--- src/rtl/fird_pkg.sv ---
// ----------------------------------------------------------------------------
// fird_pkg
// Shared widths, coefficient table and control types for the 24-tap
// one-sided derivative filter.
// ----------------------------------------------------------------------------
package fird_pkg;

    localparam int SAMPLE_WIDTH = 32;
    localparam int TAPS         = 24;
    localparam int PTR_WIDTH    = 5;
    localparam int COEF_WIDTH   = 20;
    localparam int PROD_WIDTH   = SAMPLE_WIDTH + COEF_WIDTH;
    localparam int ACC_WIDTH    = 54;

    localparam logic [PTR_WIDTH-1:0] LAST_TAP = PTR_WIDTH'(TAPS - 1);

    typedef logic signed [SAMPLE_WIDTH-1:0] sample_t;
    typedef logic signed [COEF_WIDTH-1:0]   coef_t;
    typedef logic signed [ACC_WIDTH-1:0]    acc_t;
    typedef logic        [PTR_WIDTH-1:0]    ptr_t;

    // control from the sequencer to the shared multiply-accumulate unit
    typedef struct packed {
        logic clear;   // zero the accumulator
        logic issue;   // operands valid this cycle
    } mac_ctrl_t;

    // antisymmetric taps, oldest sample first
    function automatic coef_t coef_at(input ptr_t tap);
        coef_t c;
        case (tap)
            5'd0:    c = -20'sd1;
            5'd1:    c = -20'sd22;
            5'd2:    c = -20'sd230;
            5'd3:    c = -20'sd1518;
            5'd4:    c = -20'sd7084;
            5'd5:    c = -20'sd24794;
            5'd6:    c = -20'sd67298;
            5'd7:    c = -20'sd144210;
            5'd8:    c = -20'sd245157;
            5'd9:    c = -20'sd326876;
            5'd10:   c = -20'sd326876;
            5'd11:   c = -20'sd208012;
            5'd12:   c = 20'sd208012;
            5'd13:   c = 20'sd326876;
            5'd14:   c = 20'sd326876;
            5'd15:   c = 20'sd245157;
            5'd16:   c = 20'sd144210;
            5'd17:   c = 20'sd67298;
            5'd18:   c = 20'sd24794;
            5'd19:   c = 20'sd7084;
            5'd20:   c = 20'sd1518;
            5'd21:   c = 20'sd230;
            5'd22:   c = 20'sd22;
            5'd23:   c = 20'sd1;
            default: c = '0;
        endcase
        return c;
    endfunction

endpackage

--- src/rtl/fir_derivative_24tap.sv ---
// ----------------------------------------------------------------------------
// fir_derivative_24tap
// 24-tap one-sided derivative filter over a ring of past samples.
// ----------------------------------------------------------------------------
// Each accepted item is stored in the ring; then the single shared 32x20
// multiplier takes the 24 taps in turn (oldest sample first), the last
// product is added, and the result is loaded into the output register once
// that register is free or being read. A restart item, or the first item
// after reset, refills the whole ring with its sample and gives zero without
// the multiply steps. The block takes no new item until the result is
// loaded; a result waiting in the output register does not hold off the
// next item, but that item's result waits for it. The derivative is the
// exact sum of the tap products, to be read at a scale of 2^-33.
// ----------------------------------------------------------------------------
module fir_derivative_24tap (
    input  logic                                  clk,
    input  logic                                  rst_n,
    input  logic                                  in_valid,
    output logic                                  in_ready,
    input  logic signed [fird_pkg::SAMPLE_WIDTH-1:0] sample,
    input  logic                                  restart,
    output logic                                  out_valid,
    input  logic                                  out_ready,
    output logic signed [fird_pkg::ACC_WIDTH-1:0] derivative
);
    import fird_pkg::*;

    localparam logic [1:0] S_IDLE = 2'd0;
    localparam logic [1:0] S_MAC  = 2'd1;
    localparam logic [1:0] S_LAST = 2'd2;
    localparam logic [1:0] S_DONE = 2'd3;

    logic [1:0] state_reg;
    logic [1:0] state_next;
    ptr_t       wp_reg;
    ptr_t       wp_next;
    ptr_t       rd_ptr_reg;
    ptr_t       rd_ptr_next;
    ptr_t       tap_reg;
    ptr_t       tap_next;
    logic       primed_reg;
    logic       primed_next;
    logic       out_valid_reg;
    logic       out_valid_next;
    acc_t       deriv_reg;
    sample_t    hist_reg [TAPS];

    mac_ctrl_t  mac_ctrl;
    acc_t       mac_acc;
    logic       mac_busy;
    logic       in_fire;
    logic       refill;
    logic       load_out;

    assign in_fire  = in_valid && in_ready;
    assign refill   = in_fire && (!primed_reg || restart);
    assign load_out = (state_reg == S_DONE) && (!out_valid_reg || out_ready);

    function automatic ptr_t ptr_inc(input ptr_t p);
        return (p == LAST_TAP) ? '0 : p + 1'b1;
    endfunction

    always_comb
    begin
        state_next     = state_reg;
        wp_next        = wp_reg;
        rd_ptr_next    = rd_ptr_reg;
        tap_next       = tap_reg;
        primed_next    = primed_reg;
        out_valid_next = out_valid_reg;
        mac_ctrl.clear = 1'b0;
        mac_ctrl.issue = 1'b0;

        if (out_valid_reg && out_ready)
        begin
            out_valid_next = 1'b0;
        end

        case (state_reg)
            S_IDLE:
            begin
                if (in_fire)
                begin
                    mac_ctrl.clear = 1'b1;
                    primed_next    = 1'b1;
                    tap_next       = '0;
                    if (refill)
                    begin
                        wp_next    = '0;
                        state_next = S_DONE;
                    end
                    else
                    begin
                        // oldest entry sits just after the newly written one
                        wp_next     = ptr_inc(wp_reg);
                        rd_ptr_next = ptr_inc(wp_reg);
                        state_next  = S_MAC;
                    end
                end
            end
            S_MAC:
            begin
                mac_ctrl.issue = 1'b1;
                rd_ptr_next    = ptr_inc(rd_ptr_reg);
                tap_next       = tap_reg + 1'b1;
                if (tap_reg == LAST_TAP)
                begin
                    tap_next   = '0;
                    state_next = S_LAST;
                end
            end
            S_LAST:
            begin
                state_next = S_DONE;
            end
            S_DONE:
            begin
                if (load_out)
                begin
                    out_valid_next = 1'b1;
                    state_next     = S_IDLE;
                end
            end
            default:
            begin
                state_next = S_IDLE;
            end
        endcase
    end

    always_ff @(posedge clk or negedge rst_n)
    begin
        if (!rst_n)
        begin
            state_reg     <= S_IDLE;
            wp_reg        <= '0;
            rd_ptr_reg    <= '0;
            tap_reg       <= '0;
            primed_reg    <= 1'b0;
            out_valid_reg <= 1'b0;
        end
        else
        begin
            state_reg     <= state_next;
            wp_reg        <= wp_next;
            rd_ptr_reg    <= rd_ptr_next;
            tap_reg       <= tap_next;
            primed_reg    <= primed_next;
            out_valid_reg <= out_valid_next;
        end
    end

    // history ring and result register carry no reset
    always_ff @(posedge clk)
    begin
        if (refill)
        begin
            for (int i = 0; i < TAPS; i++)
            begin
                hist_reg[i] <= sample;
            end
        end
        else if (in_fire)
        begin
            hist_reg[wp_reg] <= sample;
        end
        if (load_out)
        begin
            deriv_reg <= mac_acc;
        end
    end

    fird_mac u_mac (
        .clk     (clk),
        .rst_n   (rst_n),
        .ctrl    (mac_ctrl),
        .operand (hist_reg[rd_ptr_reg]),
        .coef    (coef_at(tap_reg)),
        .acc     (mac_acc),
        .busy    (mac_busy)
    );

    assign in_ready   = (state_reg == S_IDLE);
    assign out_valid  = out_valid_reg;
    assign derivative = deriv_reg;

    // a refill item leaves the pointer at the start and the ring primed
    assert property (@(posedge clk) disable iff (!rst_n)
        refill |=> (wp_reg == '0) && primed_reg && (state_reg == S_DONE))
    else $error("refill did not reset pointer or prime ring");

    // a product still in flight must never be dropped by a result load
    assert property (@(posedge clk) disable iff (!rst_n)
        mac_busy |-> (state_reg == S_MAC || state_reg == S_LAST))
    else $error("product pending outside accumulate phase");

    // a new result only appears straight out of the done state
    assert property (@(posedge clk) disable iff (!rst_n)
        $rose(out_valid_reg) |-> $past(state_reg == S_DONE))
    else $error("result loaded outside done state");

    // tap counter and ring pointers stay inside the coefficient table
    assert property (@(posedge clk) disable iff (!rst_n)
        tap_reg <= LAST_TAP && rd_ptr_reg <= LAST_TAP && wp_reg <= LAST_TAP)
    else $error("tap or pointer out of range");

endmodule

--- src/rtl/fird_mac.sv ---
// ----------------------------------------------------------------------------
// fird_mac
// Shared multiply-accumulate unit: one registered product per cycle,
// summed into a 54-bit accumulator on the following cycle.
// ----------------------------------------------------------------------------
module fird_mac (
    input  logic               clk,
    input  logic               rst_n,
    input  fird_pkg::mac_ctrl_t ctrl,
    input  fird_pkg::sample_t  operand,
    input  fird_pkg::coef_t    coef,
    output fird_pkg::acc_t     acc,
    output logic               busy
);
    import fird_pkg::*;

    logic signed [PROD_WIDTH-1:0] prod_reg;
    logic                         prod_vld_reg;
    acc_t                         acc_reg;
    acc_t                         acc_next;

    always_comb
    begin
        if (ctrl.clear)
        begin
            acc_next = '0;
        end
        else if (prod_vld_reg)
        begin
            acc_next = acc_reg + ACC_WIDTH'(prod_reg);
        end
        else
        begin
            acc_next = acc_reg;
        end
    end

    always_ff @(posedge clk or negedge rst_n)
    begin
        if (!rst_n)
        begin
            prod_vld_reg <= 1'b0;
        end
        else
        begin
            prod_vld_reg <= ctrl.issue;
        end
    end

    always_ff @(posedge clk)
    begin
        prod_reg <= PROD_WIDTH'(operand) * PROD_WIDTH'(coef);
        acc_reg  <= acc_next;
    end

    assign acc  = acc_reg;
    assign busy = prod_vld_reg;

endmodule
--- config.mk ---
export PLATFORM = sky130hd
export DESIGN_NAME = fir_derivative_24tap
export DESIGN_NICKNAME = d
export VERILOG_FILES = /design/src/rtl/fird_pkg.sv /design/src/rtl/fir_derivative_24tap.sv /design/src/rtl/fird_mac.sv
export SDC_FILE = /design/constraint.sdc
export NUM_CORES = 2
export LEC_CHECK = 0
export BUFFER_PORTS_ARGS = -buffer_cell sky130_fd_sc_hd__buf_2
export CAP_MARGIN = 25
export CELL_PAD_IN_SITES_DETAIL_PLACEMENT = 1
export CELL_PAD_IN_SITES_GLOBAL_PLACEMENT = 1
export CORE_ASPECT_RATIO = 0.75
export CORE_MARGIN = 10
export CORE_UTILIZATION = 55
export DETAILED_ROUTE_END_ITERATION = 8
export PLACE_DENSITY_LB_ADDON = 0.1
export SLEW_MARGIN = 40
export SYNTH_ARGS = -nofsm -noshare
export SYNTH_HDL_FRONTEND = slang
export SYNTH_HIERARCHICAL = 1
export SYNTH_SLANG_ARGS = --single-unit
--- constraint.sdc ---
create_clock -name clk -period 17.2 [get_ports clk]
set_input_delay 0.86 -clock clk [delete_from_list [all_inputs] [get_ports clk]]
set_output_delay 0.86 -clock clk [all_outputs]
set_load 0.005 [all_outputs]
==> impl_table.tex <==
\begin{tabular}{lr}
\hline
Metric & Value \\
\hline
\multicolumn{2}{l}{\textbf{Outcome}} \\
\quad Result of the run & complete, no violations \\
\multicolumn{2}{l}{\textbf{Logic synthesis}} \\
\quad Post-Synthesis Mean Instance Area & 13.8 µm² \\
\quad Top-area cell type share of the netlist area & 45.9\% \\
\quad Synthesized flop and latch total & approximately 1200 \\
\quad Synthesis warning total & 6 \\
\quad Mapped Nets & 5973 \\
\quad Most instantiated flip-flop cell in the synthesis netlist & edfxtp\_1 \\
\quad Share of flip-flops with an asynchronous set or reset after synthesis & 1.66\% \\
\quad Mapped cell area & 0.0705 mm² \\
\quad Cell count after synthesis & between 5000 and 6000 \\
\quad Top cells by area, synth & edfxtp\_1 46\%, fa\_1 18\%, mux4\_2 7.9\% \\
\quad Largest area contributor in the synthesized netlist & edfxtp\_1 \\
\quad Number of library cell types mapped by synthesis & 85 \\
\quad Proportion of synthesized chip area in sequential cells & 49.7\% \\
\quad Number of enable flip-flop cells after synthesis & roughly 1100 \\
\multicolumn{2}{l}{\textbf{Clocking}} \\
\quad Clock buffers created by TritonCTS & between 100 and 150 \\
\quad Number of instances resized during post-cts repair & 0 \\
\quad Post-CTS setup buffer count & 0 \\
\quad Sinks on the clock net & 1204 \\
\quad Clock Root Buffer & clkbuf\_16 \\
\quad Clock tree from TritonCTS & built \\
\quad Hold buffer count at cts & 0 \\
\quad Maximum buffer depth of the clock tree & 3 \\
\quad Clock transition at path regs & $\sim$60 ps \\
\quad Worst-skew pair later-pin latency & between 700 and 800 ps \\
\quad Number of H-tree levels & 3 \\
\multicolumn{2}{l}{\textbf{STA}} \\
\quad Clock period minus final worst setup slack & between 10000 and 15000 ps \\
\quad Hold Slack & 82.8 ps \\
\quad Setup repair after global routing missed its margin & no \\
\quad Highest clock frequency the design can meet & 0.0939 GHz \\
\quad Slew Limit Headroom & 38.6\% \\
\quad Count of pins over their slew limit & 0 \\
\quad Period Utilization, post-route & 61.9\% \\
\quad Total Negative Setup Slacks & 0 ps \\
\quad Number of hold violations in the final report & 0 \\
\quad Clk\_skew & around 39 ps \\
\quad Pin slew with the least headroom to its limit & 921 ps \\
\quad Final setup violating endpoints & 0 \\
\multicolumn{2}{l}{\textbf{Route}} \\
\quad Wirelength per Cell & 28.5 µm \\
\quad Final Routed Wirelength & 198 mm \\
\quad Drt first-iter violations & 4450 \\
\quad Detailed-router iteration count before antenna repair & 5 \\
\quad Remaining design rule violation count & 0 \\
\quad Number of nets with antenna violations after routing & 0 \\
\quad DR vias/cell & 6.18 \\
\quad Total vias in the final route & 42800 \\
\multicolumn{2}{l}{\textbf{Critical path}} \\
\quad Maximum net fanout on the critical path & 57 \\
\quad CP Launch Type & flip-flop \\
\quad Maximum cell stage delay along the critical path & between 700 and 800 ps \\
\quad Worst path arrival time & between 10000 and 15000 ps \\
\quad Most frequent cell on the critical path & fa\_1 \\
\quad Endpoint class of the critical path & flip-flop \\
\quad Slowest library cell on the worst path & dfrtp\_4 \\
\quad WS Path Type & reg -> reg \\
\quad Data required time at the worst endpoint & around 18000 ps \\
\multicolumn{2}{l}{\textbf{GRT}} \\
\quad Maximum number of pins on one net before global-route repair & 71 \\
\quad Via count of the first global-routing pass & about 47000 \\
\quad Global router's overall resource usage & about 28\% \\
\quad Initial antenna violation count & 5 \\
\quad Wire length of the first global-routing pass & slightly above 300 mm \\
\quad Overflow left after global routing & 0 \\
\multicolumn{2}{l}{\textbf{Placement}} \\
\quad IO buf count & 92 \\
\quad RePlAce Congestion & 0.838 \\
\quad Number of cells after detailed placement & 6717 \\
\quad Post-detailed-placement half-perimeter wirelength & approximately 130 mm \\
\multicolumn{2}{l}{\textbf{Flow run}} \\
\quad Max-capacitance violation count & 0 \\
\multicolumn{2}{l}{\textbf{Cells and area}} \\
\quad Share of cells above drive strength 1 & 14.4\% \\
\quad Area Overhead vs Synth & 10.0\% \\
\quad Fill cell total of the finished layout & 12000 \\
\quad Non-filler instance count after layout & 6934 \\
\quad Max FFs per register & 1024 \\
\quad Leading cell type in the layout, fill and taps excluded & edfxtp\_1 \\
\quad Most frequent cells in the layout & 1078 x edfxtp\_1, 727 x inv\_1, 637 x fa\_1 \\
\quad Post-layout util & 61.1\% \\
\quad Final layout net count & 6048 \\
\multicolumn{2}{l}{\textbf{Floorplanning}} \\
\quad Cell row count & 113 \\
\quad Vertical die dimension & 330 µm \\
\quad Initial standard-cell utilization of the core & 55.5\% \\
\quad Area of the core region & 0.127 mm² \\
\quad Total die area & 0.143 mm² \\
\quad Horiz. Die Dim & 433 µm \\
\quad IO Count & 93 \\
\multicolumn{2}{l}{\textbf{Worst hold path}} \\
\quad Min-delay worst type & in -> async \\
\hline
\end{tabular}
[area by class of cell]
| class | instances | area (µm²) | area share (%) |
|---|---|---|---|
| multi-input cells | 2899 | 32200 | 41.6 |
| well taps | 1667 | 2090 | 2.69 |
| clock inverters | 67 | 810 | 1.04 |
| diodes | 4 | 10.0 | 0.0129 |
| flip-flops and latches | 1204 | 35000 | 45.1 |
| inverters | 732 | 2750 | 3.54 |
| repair buffers | 219 | 1670 | 2.15 |
| clock buffers | 142 | 2990 | 3.86 |
[logic make-up (layout without fill, tap and decap cells)]
family | after synthesis | count (layout) | synth area share, %
xor+xnor | 100 | 100 | 1.24
simple gates | 1074 | 1074 | 7.59
compound gates | 571 | 571 | 5.37
fa+ha+maj | 842 | 842 | 21.7
buf+inv | 991 | 1160 | 5.54
flops | 1204 | 1204 | 49.7
other cells | 0 | 4 | 0
mux | 312 | 312 | 8.85
[path summary, 6_finish.rpt]
path	startpoint	to	slack, ps	cells past startpoint
worst max-delay path	rd_ptr_reg[1]	u_mac/prod_reg[44]	6550	30
worst min register to register	u_mac/acc[32]	derivative[32]	460	0
worst min-delay path	rst_n	rd_ptr_reg[3]	80	1
worst max register to register	rd_ptr_reg[1]	u_mac/prod_reg[44]	6550	30
min in group clk	out_ready	out_valid	450	3
max in group asynchronous	rst_n	rd_ptr_reg[1]	16740	1
[synthesized netlist by cell type (all sizes together) (24+ instances only)]
master and instances:
edfxtp 1078, inv 729, fa 637, nand2 389, and2 332, mux4 248
ha 205, clkbuf 186, nor2 152, o22ai 131, a21oi 109, dfxtp 106
o21ai 91, buf 73, xnor2 70, a21o 57, mux2i 56, nand3 41
xor2 30, nor4 28, nor3 26, a31oi 24
[metal layers]
metal	global-route usage, %	up-vias	part of all wire, %
met5	0	-	0
met4	6.42	0	2.2
met3	5.69	287	9.2
met2	44.2	1826	46
met1	41.4	22800	42
li1	-	17900	-
[through the flow]
stage | worst slack (ps) | instance area (µm²)
floorplan | 8920 | 70500
global placement | 6550 | 73300
detailed placement | 6460 | 73600
CTS | 6420 | 77400
global route | 6050 | 77500
finish | 6550 | 77500
[worst max-delay path, delay by kind of cell (launching register included)]
kind / cells / cell delay, ps
and+or+nand+nor: 5 / 1500
xor gates and xnor gates: 1 / 140
AOI/OAI and AO/OA: 7 / 1880
adders and majority gates: 8 / 3820
DFF: 1 / 790
muxes: 1 / 350
buffers and inverters: 8 / 1960
Power is left out: the tool's default activity adds up to more than one toggle a clock period on the data nets, which glitch-free logic cannot reach.
